`src/hdl/owbm_pkg.sv`:
```
// Shared types, register indexes, reset values and helpers for the single-wire bus master.
package owbm_pkg;

	// Default recovery release after a write-zero slot, in ticks.
	localparam int unsigned RECOVERY_TICKS_DEF = 1;

	localparam int unsigned CFG_W      = 10;
	localparam int unsigned CFG_IDX_W  = 3;
	localparam int unsigned LEN_W      = CFG_W + 1;
	localparam int unsigned BYTE_W     = 8;
	localparam int unsigned IN_TDATA_W  = 16;
	localparam int unsigned OUT_TDATA_W = 16;

	// Register indexes.
	localparam logic [CFG_IDX_W-1:0] REG_RESET_LOW     = 3'd0;
	localparam logic [CFG_IDX_W-1:0] REG_PRESENCE_WAIT = 3'd1;
	localparam logic [CFG_IDX_W-1:0] REG_RESET_TAIL    = 3'd2;
	localparam logic [CFG_IDX_W-1:0] REG_WR1_LOW       = 3'd3;
	localparam logic [CFG_IDX_W-1:0] REG_WR1_REST      = 3'd4;
	localparam logic [CFG_IDX_W-1:0] REG_WR0_LOW       = 3'd5;
	localparam logic [CFG_IDX_W-1:0] REG_READ_LOW      = 3'd6;
	localparam logic [CFG_IDX_W-1:0] REG_READ_REST     = 3'd7;

	// Register reset values.
	localparam logic [CFG_W-1:0] RST_RESET_LOW     = 10'd480;
	localparam logic [CFG_W-1:0] RST_PRESENCE_WAIT = 10'd80;
	localparam logic [CFG_W-1:0] RST_RESET_TAIL    = 10'd400;
	localparam logic [CFG_W-1:0] RST_WR1_LOW       = 10'd1;
	localparam logic [CFG_W-1:0] RST_WR1_REST      = 10'd50;
	localparam logic [CFG_W-1:0] RST_WR0_LOW       = 10'd50;
	localparam logic [CFG_W-1:0] RST_READ_LOW      = 10'd2;
	localparam logic [CFG_W-1:0] RST_READ_REST     = 10'd60;

	typedef enum logic [1:0] {
		OP_NONE  = 2'd0,
		OP_RESET = 2'd1,
		OP_WRITE = 2'd2,
		OP_READ  = 2'd3
	} op_t;

	typedef enum logic [5:0] {
		PH_IDLE      = 6'b000001,
		PH_RST_LOW   = 6'b000010,
		PH_RST_WAIT  = 6'b000100,
		PH_RST_TAIL  = 6'b001000,
		PH_SLOT_LOW  = 6'b010000,
		PH_SLOT_REST = 6'b100000
	} phase_t;

	typedef struct packed {
		logic [CFG_W-1:0] reset_low_ticks;
		logic [CFG_W-1:0] presence_wait_ticks;
		logic [CFG_W-1:0] reset_tail_ticks;
		logic [CFG_W-1:0] write_one_low_ticks;
		logic [CFG_W-1:0] write_one_rest_ticks;
		logic [CFG_W-1:0] write_zero_low_ticks;
		logic [CFG_W-1:0] read_low_ticks;
		logic [CFG_W-1:0] read_rest_ticks;
	} cfg_t;

	typedef struct packed {
		op_t              command;
		logic [BYTE_W-1:0] write_data;
		logic             line_level;
	} item_t;

	typedef struct packed {
		logic              drive_low;
		logic              busy_res;
		logic              done_res;
		logic              presence;
		logic [BYTE_W-1:0] read_byte;
	} result_t;

	// A low pulse or wait programmed as zero lasts one tick.
	function automatic logic [LEN_W-1:0] at_least_one(input logic [CFG_W-1:0] v);
		logic [LEN_W-1:0] r;
		r = (v == '0) ? LEN_W'(1) : {1'b0, v};
		return r;
	endfunction

endpackage

```
`src/hdl/owbm_cfg_regs.sv`:
```
// Timing register file of the single-wire bus master.
module owbm_cfg_regs (
	input  logic                            clk,
	input  logic                            arst_n,
	input  logic                            cfg_wr_en,
	input  logic [owbm_pkg::CFG_IDX_W-1:0]  cfg_addr,
	input  logic [owbm_pkg::CFG_W-1:0]      cfg_wdata,
	output owbm_pkg::cfg_t                  cfg
);

	owbm_pkg::cfg_t cfg_q;

	always_ff @(posedge clk or negedge arst_n) begin
		if (!arst_n) begin
			cfg_q.reset_low_ticks      <= owbm_pkg::RST_RESET_LOW;
			cfg_q.presence_wait_ticks  <= owbm_pkg::RST_PRESENCE_WAIT;
			cfg_q.reset_tail_ticks     <= owbm_pkg::RST_RESET_TAIL;
			cfg_q.write_one_low_ticks  <= owbm_pkg::RST_WR1_LOW;
			cfg_q.write_one_rest_ticks <= owbm_pkg::RST_WR1_REST;
			cfg_q.write_zero_low_ticks <= owbm_pkg::RST_WR0_LOW;
			cfg_q.read_low_ticks       <= owbm_pkg::RST_READ_LOW;
			cfg_q.read_rest_ticks      <= owbm_pkg::RST_READ_REST;
		end else if (cfg_wr_en) begin
			unique case (cfg_addr)
				owbm_pkg::REG_RESET_LOW:     cfg_q.reset_low_ticks      <= cfg_wdata;
				owbm_pkg::REG_PRESENCE_WAIT: cfg_q.presence_wait_ticks  <= cfg_wdata;
				owbm_pkg::REG_RESET_TAIL:    cfg_q.reset_tail_ticks     <= cfg_wdata;
				owbm_pkg::REG_WR1_LOW:       cfg_q.write_one_low_ticks  <= cfg_wdata;
				owbm_pkg::REG_WR1_REST:      cfg_q.write_one_rest_ticks <= cfg_wdata;
				owbm_pkg::REG_WR0_LOW:       cfg_q.write_zero_low_ticks <= cfg_wdata;
				owbm_pkg::REG_READ_LOW:      cfg_q.read_low_ticks       <= cfg_wdata;
				owbm_pkg::REG_READ_REST:     cfg_q.read_rest_ticks      <= cfg_wdata;
				default:                     cfg_q <= cfg_q;
			endcase
		end
	end

	assign cfg = cfg_q;

endmodule

```
`src/hdl/owbm_seq.sv`:
```
// Slot sequencer: advances the bus state by one tick per step and forms that tick's result.
module owbm_seq #(
	parameter int unsigned RECOVERY_TICKS = owbm_pkg::RECOVERY_TICKS_DEF
) (
	input  logic              clk,
	input  logic              arst_n,
	input  logic              step,
	input  owbm_pkg::item_t   item,
	input  owbm_pkg::cfg_t    cfg,
	output owbm_pkg::result_t result
);

	localparam int unsigned LW = owbm_pkg::LEN_W;
	localparam int unsigned CW = owbm_pkg::CFG_W;
	localparam int unsigned BW = owbm_pkg::BYTE_W;

	owbm_pkg::phase_t ph_q, ph_e, ph_d;
	owbm_pkg::op_t    op_q, op_e;
	logic [CW-1:0]    tc_q, tc_e, tc_d;
	logic [2:0]       bi_q, bi_e, bi_d;
	logic [BW-1:0]    sb_q, sb_e, sb_d;
	logic             pres_q, pres_d;
	logic [BW-1:0]    last_q, last_d;

	logic             start;
	logic             cur_bit;
	logic [LW-1:0]    rest_len;
	logic [LW-1:0]    len;
	logic [LW-1:0]    next_tc;
	logic             seg_end;
	logic             drive, busy, done;

	always_comb begin
		// A command in idle makes this tick the first tick of the operation.
		start = (ph_q == owbm_pkg::PH_IDLE) && (item.command != owbm_pkg::OP_NONE);
		op_e  = start ? item.command : op_q;
		tc_e  = start ? '0 : tc_q;
		bi_e  = start ? '0 : bi_q;
		if (start) begin
			sb_e = (item.command == owbm_pkg::OP_WRITE) ? item.write_data : '0;
			ph_e = (item.command == owbm_pkg::OP_RESET) ? owbm_pkg::PH_RST_LOW
			                                            : owbm_pkg::PH_SLOT_LOW;
		end else begin
			sb_e = sb_q;
			ph_e = ph_q;
		end

		cur_bit = sb_e[bi_e];
		if (op_e == owbm_pkg::OP_WRITE) begin
			rest_len = cur_bit ? {1'b0, cfg.write_one_rest_ticks} : LW'(RECOVERY_TICKS);
		end else begin
			rest_len = {1'b0, cfg.read_rest_ticks} + LW'(1);
		end

		unique case (ph_e)
			owbm_pkg::PH_RST_LOW:  len = owbm_pkg::at_least_one(cfg.reset_low_ticks);
			owbm_pkg::PH_RST_WAIT: len = owbm_pkg::at_least_one(cfg.presence_wait_ticks);
			owbm_pkg::PH_RST_TAIL: len = {1'b0, cfg.reset_tail_ticks};
			owbm_pkg::PH_SLOT_LOW: begin
				if (op_e == owbm_pkg::OP_WRITE) begin
					len = owbm_pkg::at_least_one(cur_bit ? cfg.write_one_low_ticks
					                                     : cfg.write_zero_low_ticks);
				end else begin
					len = owbm_pkg::at_least_one(cfg.read_low_ticks);
				end
			end
			owbm_pkg::PH_SLOT_REST: len = rest_len;
			default:                len = LW'(1);
		endcase

		next_tc = {1'b0, tc_e} + LW'(1);
		seg_end = (next_tc >= len);

		ph_d   = ph_e;
		tc_d   = tc_e;
		bi_d   = bi_e;
		sb_d   = sb_e;
		pres_d = pres_q;
		last_d = last_q;
		drive  = 1'b0;
		busy   = 1'b0;
		done   = 1'b0;

		if (ph_e != owbm_pkg::PH_IDLE) begin
			busy  = 1'b1;
			drive = (ph_e == owbm_pkg::PH_RST_LOW) || (ph_e == owbm_pkg::PH_SLOT_LOW);

			// Presence is sampled on the last released wait tick.
			if ((ph_e == owbm_pkg::PH_RST_WAIT) && seg_end) begin
				pres_d = ~item.line_level;
			end
			// A read slot samples the line on its first released tick.
			if ((ph_e == owbm_pkg::PH_SLOT_REST) && (op_e != owbm_pkg::OP_WRITE) &&
			    (tc_e == '0) && item.line_level) begin
				sb_d[bi_e] = 1'b1;
			end

			if (!seg_end) begin
				tc_d = next_tc[CW-1:0];
			end else begin
				tc_d = '0;
				unique case (ph_e)
					owbm_pkg::PH_RST_LOW: ph_d = owbm_pkg::PH_RST_WAIT;
					owbm_pkg::PH_RST_WAIT: begin
						// An empty tail ends the reset on the sample tick.
						if (cfg.reset_tail_ticks == '0) begin
							ph_d = owbm_pkg::PH_IDLE;
							done = 1'b1;
						end else begin
							ph_d = owbm_pkg::PH_RST_TAIL;
						end
					end
					owbm_pkg::PH_SLOT_LOW: begin
						// An empty rest ends the slot on its last low tick.
						if (rest_len != '0) begin
							ph_d = owbm_pkg::PH_SLOT_REST;
						end else if (bi_e == 3'd7) begin
							ph_d = owbm_pkg::PH_IDLE;
							done = 1'b1;
						end else begin
							bi_d = bi_e + 3'd1;
							ph_d = owbm_pkg::PH_SLOT_LOW;
						end
					end
					owbm_pkg::PH_SLOT_REST: begin
						if (bi_e == 3'd7) begin
							ph_d = owbm_pkg::PH_IDLE;
							done = 1'b1;
						end else begin
							bi_d = bi_e + 3'd1;
							ph_d = owbm_pkg::PH_SLOT_LOW;
						end
					end
					default: begin
						ph_d = owbm_pkg::PH_IDLE;
						done = 1'b1;
					end
				endcase
				if (done && (op_e == owbm_pkg::OP_READ)) begin
					last_d = sb_d;
				end
			end
		end

		result.drive_low = drive;
		result.busy_res  = busy;
		result.done_res  = done;
		result.presence  = pres_d;
		result.read_byte = last_d;
	end

	always_ff @(posedge clk or negedge arst_n) begin
		if (!arst_n) begin
			ph_q   <= owbm_pkg::PH_IDLE;
			op_q   <= owbm_pkg::OP_NONE;
			tc_q   <= '0;
			bi_q   <= '0;
			sb_q   <= '0;
			pres_q <= 1'b0;
			last_q <= '0;
		end else if (step) begin
			ph_q   <= ph_d;
			op_q   <= op_e;
			tc_q   <= tc_d;
			bi_q   <= bi_d;
			sb_q   <= sb_d;
			pres_q <= pres_d;
			last_q <= last_d;
		end
	end

endmodule

```
`src/hdl/one_wire_bus_master_unit.sv`:
```
// Top level of the single-wire bus master: tick stream in, per-tick bus result out.
//
// Channel   | Handshake                  | Payload
// ----------+----------------------------+---------------------------------------------
// s_*       | s_tvalid / s_tready        | one tick: command, write byte, line level
// m_*       | m_tvalid / m_tready        | one result per tick: drive, busy, done, ...
// cfg_*     | cfg_wr_en (no wait)        | timing register index and value
//
// Every input transaction is one bus tick and produces exactly one output transaction.
// A tick is held in the input register, where the sequencer evaluates it, and its result
// is registered in the output register; one tick per cycle is sustained without stalls.
// The input register advances whenever the output register is empty or is being taken,
// so a stall on the master side holds both registers and the bus state in place.
// Reset returns the sequencer to idle and loads the timing registers with their defaults.
module one_wire_bus_master_unit #(
	parameter int unsigned RECOVERY_TICKS = owbm_pkg::RECOVERY_TICKS_DEF
) (
	input  logic                              clk,
	input  logic                              arst_n,
	input  logic                              s_tvalid,
	output logic                              s_tready,
	// [1:0] command, [9:2] write_data, [10] line_level, [15:11] zero
	input  logic [owbm_pkg::IN_TDATA_W-1:0]   s_tdata,
	output logic                              m_tvalid,
	input  logic                              m_tready,
	// [0] drive_low, [1] busy_res, [2] done_res, [3] presence, [11:4] read_byte,
	// [15:12] zero
	output logic [owbm_pkg::OUT_TDATA_W-1:0]  m_tdata,
	input  logic                              cfg_wr_en,
	input  logic [owbm_pkg::CFG_IDX_W-1:0]    cfg_addr,
	input  logic [owbm_pkg::CFG_W-1:0]        cfg_wdata
);

	owbm_pkg::cfg_t    cfg;
	owbm_pkg::item_t   item_s1;
	logic              valid_s1;
	owbm_pkg::result_t seq_result;
	owbm_pkg::result_t result_s2;
	logic              valid_s2;
	logic              advance;
	logic              step;

	// The output register can take a new result when it is empty or draining.
	assign advance  = !valid_s2 || m_tready;
	assign step     = valid_s1 && advance;
	assign s_tready = !valid_s1 || advance;

	always_ff @(posedge clk or negedge arst_n) begin
		if (!arst_n) begin
			valid_s1 <= 1'b0;
		end else if (s_tready) begin
			valid_s1 <= s_tvalid;
		end
	end

	// The payload register needs no reset; it is qualified by valid_s1.
	always_ff @(posedge clk) begin
		if (s_tvalid && s_tready) begin
			item_s1.command    <= owbm_pkg::op_t'(s_tdata[1:0]);
			item_s1.write_data <= s_tdata[9:2];
			item_s1.line_level <= s_tdata[10];
		end
	end

	owbm_cfg_regs u_cfg (
		.clk       (clk),
		.arst_n    (arst_n),
		.cfg_wr_en (cfg_wr_en),
		.cfg_addr  (cfg_addr),
		.cfg_wdata (cfg_wdata),
		.cfg       (cfg)
	);

	owbm_seq #(
		.RECOVERY_TICKS (RECOVERY_TICKS)
	) u_seq (
		.clk    (clk),
		.arst_n (arst_n),
		.step   (step),
		.item   (item_s1),
		.cfg    (cfg),
		.result (seq_result)
	);

	always_ff @(posedge clk or negedge arst_n) begin
		if (!arst_n) begin
			valid_s2 <= 1'b0;
		end else if (advance) begin
			valid_s2 <= valid_s1;
		end
	end

	always_ff @(posedge clk) begin
		if (step) begin
			result_s2 <= seq_result;
		end
	end

	assign m_tvalid = valid_s2;
	assign m_tdata  = {4'b0000, result_s2.read_byte, result_s2.presence,
	                   result_s2.done_res, result_s2.busy_res, result_s2.drive_low};

`ifndef ASSERT_OFF
	// A completed operation is always reported as busy on its last tick.
	a_done_busy: assert property (@(posedge clk) disable iff (!arst_n)
		valid_s2 |-> (!result_s2.done_res || result_s2.busy_res))
		else $error("done reported without busy");

	// The line is only driven while an operation is in progress.
	a_drive_busy: assert property (@(posedge clk) disable iff (!arst_n)
		valid_s2 |-> (!result_s2.drive_low || result_s2.busy_res))
		else $error("line driven while idle");

	// A tick held in the input register by a stall keeps its contents.
	a_hold_s1: assert property (@(posedge clk) disable iff (!arst_n)
		(valid_s1 && !advance) |=> $stable(item_s1))
		else $error("stalled tick changed in input register");
`endif

endmodule

```
`config.mk`:
```
export PLATFORM = sky130hd
export DESIGN_NAME = one_wire_bus_master_unit
export DESIGN_NICKNAME = d
export VERILOG_FILES = /design/src/hdl/owbm_pkg.sv /design/src/hdl/owbm_cfg_regs.sv /design/src/hdl/owbm_seq.sv /design/src/hdl/one_wire_bus_master_unit.sv
export SDC_FILE = /design/constraint.sdc
export NUM_CORES = 1
export LEC_CHECK = 0
export BUFFER_PORTS_ARGS = -buffer_cell sky130_fd_sc_hd__clkbuf_2
export CAP_MARGIN = 20
export CORE_ASPECT_RATIO = 0.5
export CORE_MARGIN = 8
export CORE_UTILIZATION = 50
export CTS_CLUSTER_SIZE = 30
export DETAILED_ROUTE_END_ITERATION = 6
export PLACE_DENSITY = 0.79
export RECOVER_POWER = 25
export SLEW_MARGIN = 5
export SYNTH_ARGS = -nofsm -noshare
export SYNTH_HDL_FRONTEND = slang
export SYNTH_SLANG_ARGS = --single-unit
```
`constraint.sdc`:
```
create_clock -name clk -period 4.3 [get_ports clk]
set_input_delay 0.215 -clock clk [delete_from_list [all_inputs] [get_ports clk]]
set_output_delay 0.215 -clock clk [all_outputs]
set_load 0.01 [all_outputs]
```
## Word level (Yosys, flattened, before mapping)

Cells that the tools add are included.
W data, S select, Z words.

- Eq/ne operators: 20
- Bitwise gates (word level): 2
- Magnitude comparators: 3
- Reductions and logical operators: 32
- $add $sub $neg: 3
- Muxes and demuxes: 47

Operators with widths:

| cell | number |
|---|---|
| $mux W10 | 9 |
| $logic_not A10 Y1 | 6 |
| $mux W8 | 7 |
| $pmux W11 S5 | 1 |
| $mux W6 | 4 |
| $pmux W6 S4 | 1 |
| $add A10 B1 Y11 const B | 2 |
| $mux W11 | 2 |
| $reduce_and A2 Y1 | 9 |
| $eq A3 B3 Y1 const B | 5 |
| $mux W3 | 5 |
| $ge A11 B11 Y1 | 1 |
| $reduce_bool A11 Y1 | 1 |
| $mux W1 | 10 |
| $mux W5 | 2 |
| $logic_and A1 B1 Y1 | 9 |
| $or A8 B8 Y8 | 1 |
| $eq A2 B2 Y1 const B | 3 |
| $eq A3 B2 Y1 const B | 2 |
| $eq A6 B1 Y1 const B | 1 |
| $eq A6 B2 Y1 const B | 1 |
| $eq A6 B3 Y1 const B | 1 |
| $eq A6 B4 Y1 const B | 1 |
| $eq A6 B5 Y1 const B | 1 |
| 19 further kinds | 22 |

- Bits of input ports: 34
- Register bits after elaboration: 143
- Output and inout port bits: 18
- Logic and storage cells: 132

## Depth between registers and ports, before layout

Gate-level depths: netlist of the first run.

- Depth in word-level cells: 17
- Mapped depth: 22
- Depth with buffers taken out: 17

## Cells and area by module

Synthesis of the first run repeated with hierarchy kept, for this count alone.

- Cell total of the unflattened synthesis: 697
- Area, all modules: 7858.8 um^2

Modules (own cells, without submodules):

| module | times used | cells each | area an instance (um^2) | seq. area each (um^2) |
|---|---|---|---|---|
| owbm_seq | 1 | 486 | 3841.2 | 952.2 |
| owbm_cfg_regs | 1 | 175 | 3189.3 | 2028.2 |
| one_wire_bus_master_unit | 1 | 36 | 828.3 | 740.7 |

## Worst setup path after synthesis of the first run

Ideal clock, no wire load.

- Path kind: reg-to-reg
- Start: register u_seq.ph_q[1]
- End: register result_s2, in the netlist m_tdata[10], data pin
- Path buffers: 4
- Library setup time: 0.260 ns
- Slack: -0.468 ns
- Required time: 4.040 ns
- Clock period less this slack: 4.768 ns
- Arrival: 4.508 ns
- Cell stages (with the launch flop): 22
- Path through: dfrtp_1 > or4_1 > buf_2 > or3_1 > clkbuf_1 > buf_1 > nand2_1 > inv_1 > ha_1 > nand3_1 > nor2_1 > xnor2_1 > nor2_1 > ha_1 > nand4_1 > o211ai_1 > a21o_1 > o311a_1 > clkbuf_1 > nand2_1 > nor3_4 > mux2_2

RTL lines:

| item | RTL line | source |
|---|---|---|
| start, declared | owbm_seq.sv:17 | `owbm_pkg::phase_t ph_q, ph_e, ph_d;` |
| start signal, assigned | owbm_seq.sv:154 | `ph_q <= owbm_pkg::PH_IDLE;` |
| start signal, assigned | owbm_seq.sv:162 | `ph_q <= ph_d;` |
| end signal, assigned | one_wire_bus_master_unit.sv:95 | `result_s2 <= seq_result;` |
| end, declared | one_wire_bus_master_unit.sv:38 | `owbm_pkg::result_t result_s2;` |

==> results of run 1 <==
[flip-flops by register name (all words and copies together) (netlist names)]
| name | cells |
|---|---|
| item_s1 | 11 |
| u_seq.sb_q | 8 |
| u_seq.op_q | 2 |
| u_seq.tc_q | 10 |
| u_cfg.cfg | 80 |
| m_tdata | 12 |
| u_seq.ph_q | 6 |
| u_seq.pres_q | 1 |
| u_seq.bi_q | 3 |
| u_seq.last_q | 8 |
| valid_s1 | 1 |
| m_tvalid | 1 |
[power by group]
part           leakage (nW)  internal, W  total, W  switching, W
clock                 0.296     0.000918   0.00154      0.000621
sequential             1.68      0.00174   0.00203      0.000285
combinational          1.82      0.00110   0.00247       0.00137
[cells by family (layout without fill, tap and decap cells)]
group | Yosys count | after routing | synth area share (%)
and+or+nand+nor | 209 | 209 | 14.29
DFF | 143 | 143 | 49.48
AOI/OAI and AO/OA | 130 | 130 | 12.24
muxes | 112 | 112 | 16.54
buffers and inverters | 54 | 141 | 2.928
xor gates and xnor gates | 17 | 17 | 1.980
adders and majority gates | 15 | 15 | 2.495
other | 1 | 4 | 0.04986
[stage by stage]
step	instance area (um^2)	hold slack, ns	setup slack, ns	total power [W]
floorplan	7664	-0.08059	-0.02195	0.003562
global placement	8220	0.2415	-0.07481	0.004097
detailed placement	8220	0.2518	-0.1431	0.004181
CTS	9060	0.07075	-0.05796	0.005890
global route	9138	0.1034	-0.1863	0.006353
finish	9138	0.07587	-0.06378	0.006037
[Yosys cell counts, types with 5 or more instances]
cell / instances / area share [%]
and2_1: 5 / 0.42
ha_1: 15 / 2.5
o21ai_0: 34 / 2.3
o41ai_1: 11 / 1.3
nor3_1: 9 / 0.60
nand4_1: 9 / 0.75
xor2_1: 7 / 0.82
nor2b_1: 6 / 0.50
buf_1: 6 / 0.30
or3_1: 5 / 0.42
nand2b_1: 6 / 0.50
dfstp_2: 22 / 7.7
a222oi_1: 9 / 1.2
edfxtp_1: 23 / 9.2
nor3b_1: 6 / 0.60
a21oi_1: 21 / 1.4
mux2_2: 97 / 15
dfrtp_1: 98 / 33
nand3_1: 14 / 0.93
nand2_1: 77 / 3.8
inv_1: 12 / 0.60
nor2_1: 34 / 1.7
a22oi_1: 9 / 0.90
mux2i_1: 14 / 1.9
nor4_1: 10 / 0.83
or4_1: 7 / 0.70
o221ai_1: 14 / 1.6
xnor2_1: 10 / 1.2
clkbuf_1: 30 / 1.5
[cell type report]
class	count	area (um^2)	area share [%]
sequential	143	3721	40.72
multi-input combinational	487	3806	41.65
inverter	12	47.55	0.5203
clock inverter	12	145.1	1.588
timing repair buffer	97	701.9	7.682
clock buffer	20	467.9	5.121
tap	198	247.7	2.711
[timing repair]
action / CTS / global route
pin swaps: 15 / 13
buffers inserted: 3 / 2
setup endpoints to repair: 22 / 32
endpoints found under the hold margin: 46 / 0
gates resized for setup: 21 / 21
gates cloned: 0 / 0
hold buffers: 13 / 0
[critical path, delay by kind of cell, from the launching register on]
kind,cells,cell delay [ns]
buffers and inverters,2,0.33
muxes,1,0.29
and+or+nand+nor,8,1.62
AOI/OAI and AO/OA,6,1.21
DFF,1,0.38
adders and majority gates,1,0.28
[path summary, 6_finish.rpt]
check | from | endpoint | slack (ns) | cells past startpoint
hold / removal | m_tready | m_tvalid | 0.08 | 3
setup / recovery | u_seq.ph_q[2] | m_tdata[9] | -0.06 | 18
setup reg to reg | u_seq.ph_q[2] | m_tdata[9] | -0.06 | 18
min in group asynchronous | arst_n | u_cfg.cfg[23] | 1.06 | 2
hold reg to reg | valid_s1 | m_tvalid | 0.49 | 1
max in group asynchronous | arst_n | u_cfg.cfg[54] | 1.61 | 3
[layer usage]
metal	share of wire [%]	track usage [%]	wire, um
met5	0	0	0
met4	2.9	10.45	567
met3	7.5	5.199	1444
met2	46	32.60	8917
met1	43	25.33	8309
==> results.toml, run 1 <==
[global_routing]
grt_pass1_vias = 5901
grt_antenna_before_repair = 0
overflow = 0
grt_util_all_layers_pct = 20.28
grt_pass1_wl_um = 30910
grt_max_degree = 47

[sta]
setup_viol = 17
skew_ns = 0.01032
fin_crit_ns = 4.364
fin_ws_ns = -0.06378
max_freq_mhz = 229.2
rsz0062_at_grt = "yes"
finalMaxSlewViolations = 47
slew_headroom_pct = -61.68
fin_tns_setup_ns = -0.6538
tightest_slew_ns = 2.425
post-route-period-util_pct = 101.5
hold_viol_final = 0

[die]
dieArea_um2 = 19460
ios = 52
fp.coreArea_um2 = 14580
row_count = 31
die_x_um = 189.4
die_h_um = 102.7
start_util_pct = 51.57

[layout]
fin_cells = 969
drive_gt1_share_pct = 35.15
nNetsFinal = 807
final_util_pct = 62.65
antenna_cells = 0
syn_to_final_growth_pct = 21.49
layout_common_cells = "dfrtp_1, mux2_2, nand2_1"
fill_cells = 1059
final_common_cell = "dfrtp_1"

[drt]
wl_per_cell_um = 19.85
dr.pass1.iters = 7
drcViolationCount = 2
drt_iter0_drc = 551
wl_um = 19240
vias = 5962
vias_per_cell = 6.153
ant_nets = 0

[clock_tree]
clk_pin_slew_worst_paths_ns = 0.06
cts_max_level = 4
cts_root_buf = "clkbuf_16"
clockBufferDepth = 2
cts_buffers = 17
cts_sinks = 143
cts_tree = "done"
clk_latency_ns = 0.43

[critical_path]
criticalPathCategory = "reg -> reg"
crit_slowest_cell = "or4_4"
end_kind = "register"
path_cells = "or4_4 -> or3_4 -> nand4_1 -> nand2_1 -> buf_12 -> nor3_4 -> a211o_1 -> o21ai_2 -> a211o_1 -> ha_4 -> nand4_1 -> o211ai_1 -> a21o_1 -> o311a_4 -> nand2_4 -> nor3_4 -> buf_12 -> mux2_4"
cp.arrival_ns = 4.54
startpoint_type = "register"
cpPeakStageDelay_ns = 0.54
critPathRequiredTime_ns = 4.48
worst-path-max-fanout = 8

[place]
dp_hpwl_um = 12890
port_buffers = 42
dp.cells = 919
gp_congestion = 0.8995

[yosys]
ys_ff_latch = 143
yosysSeqAreaShare_pct = 49.48
synth-main-ff-cell = "dfrtp_1"
synthesis.area_um2 = 7521
synth-warning-count = 0
synth_cell_type_count = 62
syn_avg_cell_area_um2 = 11.04
synth_edf_count = 23
netlist_instances = 681
async_reset_ff_share_pct = 83.92

[status]
status = "complete, but fails checks"
violations = "design-rule violations, max-capacitance violations, max-slew violations, negative setup slack"

[power]
p_leak_nw = 3.793
power.density_nw_per_um2 = 660.7
peakVddDrop_uv = 457.2

[hold_path]
holdCritPathClass = "in -> reg"

[run]
max_cap_violations = 1
Power figures use the tool's default switching activity.
==> inputs of run 2 (changes only) <==
--- a/config.mk
+++ b/config.mk
@@ -7,12 +7,16 @@
 export LEC_CHECK = 0
 export BUFFER_PORTS_ARGS = -buffer_cell sky130_fd_sc_hd__clkbuf_2
 export CAP_MARGIN = 20
+export CELL_PAD_IN_SITES_DETAIL_PLACEMENT = 1
+export CELL_PAD_IN_SITES_GLOBAL_PLACEMENT = 1
 export CORE_ASPECT_RATIO = 0.5
 export CORE_MARGIN = 8
-export CORE_UTILIZATION = 50
+export CORE_UTILIZATION = 46
+export CTS_BUF_LIST = sky130_fd_sc_hd__clkbuf_8
 export CTS_CLUSTER_SIZE = 30
 export DETAILED_ROUTE_END_ITERATION = 6
-export PLACE_DENSITY = 0.79
+export GPL_TIMING_DRIVEN = 0
+export PLACE_DENSITY = 0.87
 export RECOVER_POWER = 25
 export SLEW_MARGIN = 5
 export SYNTH_ARGS = -nofsm -noshare
==> results.toml, run 2 (synthesis results as in run 1) <==
[die]
fp.coreArea_um2 = 16190
die_h_um = 106.4
row_count = 33
dieArea_um2 = 20950
start_util_pct = 46.47
die_x_um = 196.8
ios = 52

[layout]
final_util_pct = 56.69
fin_cells = 1015
layout_common_cells = "dfrtp_1, mux2_2, nand2_1"
antenna_cells = 0
nNetsFinal = 824
drive_gt1_share_pct = 34.77
multi_input_area_um2 = 3928
regArea_um2 = 3721
fill_cells = 1721
final_common_cell = "dfrtp_1"
largest_reg_flops = 80
syn_to_final_growth_pct = 22.01

[sta]
post-route-period-util_pct = 107.6
setup_viol = 30
rsz0062_at_grt = "yes"
tightest_slew_ns = 2.736
slew_headroom_pct = -82.38
hold_viol_final = 0
skew_ns = 0.02384
whs_ns = 0.08324
max_freq_mhz = 216.2
finalMaxSlewViolations = 109
fin_crit_ns = 4.626
fin_ws_ns = -0.3259

[global_routing]
grt_util_all_layers_pct = 23.44
grt_max_degree = 109
grt_pass1_wl_um = 38210
grt_pass1_vias = 6600
grt_antenna_before_repair = 0
overflow = 0

[drt]
wl_um = 24190
drt_iter0_drc = 525
drcViolationCount = 0
wl_per_cell_um = 23.83
ant_nets = 0
vias = 6259
vias_per_cell = 6.167
dr.pass1.iters = 7

[power]
power.density_nw_per_um2 = 682.8
peakVddDrop_uv = 348.5
p_leak_nw = 3.810

[critical_path]
rrSetupSlack_ns = -0.33
r2r_cells = 18
startpoint_type = "register"
critPathRequiredTime_ns = 4.50
criticalPathCategory = "reg -> reg"
worst-path-max-fanout = 8
end_kind = "register"
cp.arrival_ns = 4.83

[status]
status = "complete, but fails checks"
violations = "max-capacitance violations, max-slew violations, negative setup slack"

[clock_tree]
clk_latency_ns = 0.47
clk_pin_slew_worst_paths_ns = 0.09
clockBufferDepth = 2
cts_buffers = 17
cts_tree = "done"
cts_sinks = 143
cts_root_buf = "clkbuf_8"
cts_max_level = 4

[hold_path]
hold-path-cell-count = 3
holdCritPathClass = "in -> reg"

[place]
dp.cells = 952
port_buffers = 40
gp_congestion = 0.8592
place_ws_ns = -0.9567
dp_hpwl_um = 15180

[run]
max_cap_violations = 1
-- run 2: cell count changes in the layout (fill, tap and decap cells not counted), sizes merged --
cell | previous run | this run
clkinv | 2 | 5
inv | 18 | 17
clkinvlp | 2 | 1
buf | 40 | 31
clkbuf | 64 | 89
-- run 2: stage by stage --
stage,TNS [ns],total power [W],area [um^2]
after floorplan,-0.1756,0.003562,7664
after global placement,-24.52,0.004115,8148
after detailed placement,-27.84,0.004252,8194
after CTS,-5.182,0.005968,9071
after global routing,-10.58,0.006563,9176
final,-5.641,0.006266,9176
-- run 2: per-layer routing --
metal | wire, um | vias up | GRT usage [%]
met4 | 688 | 0 | 8.863
met1 | 10290 | 3250 | 29.31
met2 | 11750 | 220 | 39.01
met3 | 1457 | 58 | 5.864
li1 | - | 2731 | -
met5 | 0 | - | 0
-- run 2: timing repair --
| item | CTS | global route |
|---|---|---|
| hold buffers | 13 | 0 |
| pin swaps | 19 | 14 |
| setup endpoints to repair | 38 | 38 |
| gates resized for setup | 57 | 21 |
| hold endpoints to repair | 110 | 0 |
| buffers inserted | 13 | 3 |
| gates cloned | 2 | 0 |
-- run 2: worst max-delay path: stages, from the launching register on --
cell and delay (ns):
dfrtp_1 0.40, or4_4 0.58, or3_4 0.40, nand4_1 0.22, nand2_4 0.17, buf_12 0.18, mux2i_1 0.25, o21ai_2 0.12
a21oi_1 0.31, ha_1 0.23, nand4_1 0.10, o211ai_1 0.23, a21o_1 0.11, o311a_1 0.17, clkbuf_8 0.15, nand2_4 0.06
nor3_4 0.17, buf_12 0.17, mux2_4 0.30
-- run 2: cell type report --
class	count	share of cell area, %
multi-input combinational	487	42.80
buffer	40	2.741
clock buffer	19	2.850
tap	227	3.095
clock inverter	13	1.336
inverter	12	0.5181
sequential	143	40.55
timing repair buffer	74	6.109
-- run 2: path summary, 6_finish.rpt --
check                         startpoint               to
max                        u_seq.ph_q[3]       m_tdata[7]
min                             m_tready         m_tvalid
max reg2reg                u_seq.ph_q[3]       m_tdata[7]
min reg2reg                 u_seq.pres_q     u_seq.pres_q
max in group asynchronous         arst_n  u_seq.last_q[6]
min in group asynchronous         arst_n    u_cfg.cfg[49]
-- run 2: report_power, final --
| group | switching, W | internal, W |
|---|---|---|
| combinational | 0.00172 | 0.00144 |
| clock | 0.000545 | 0.000538 |
| sequential | 0.000282 | 0.00174 |
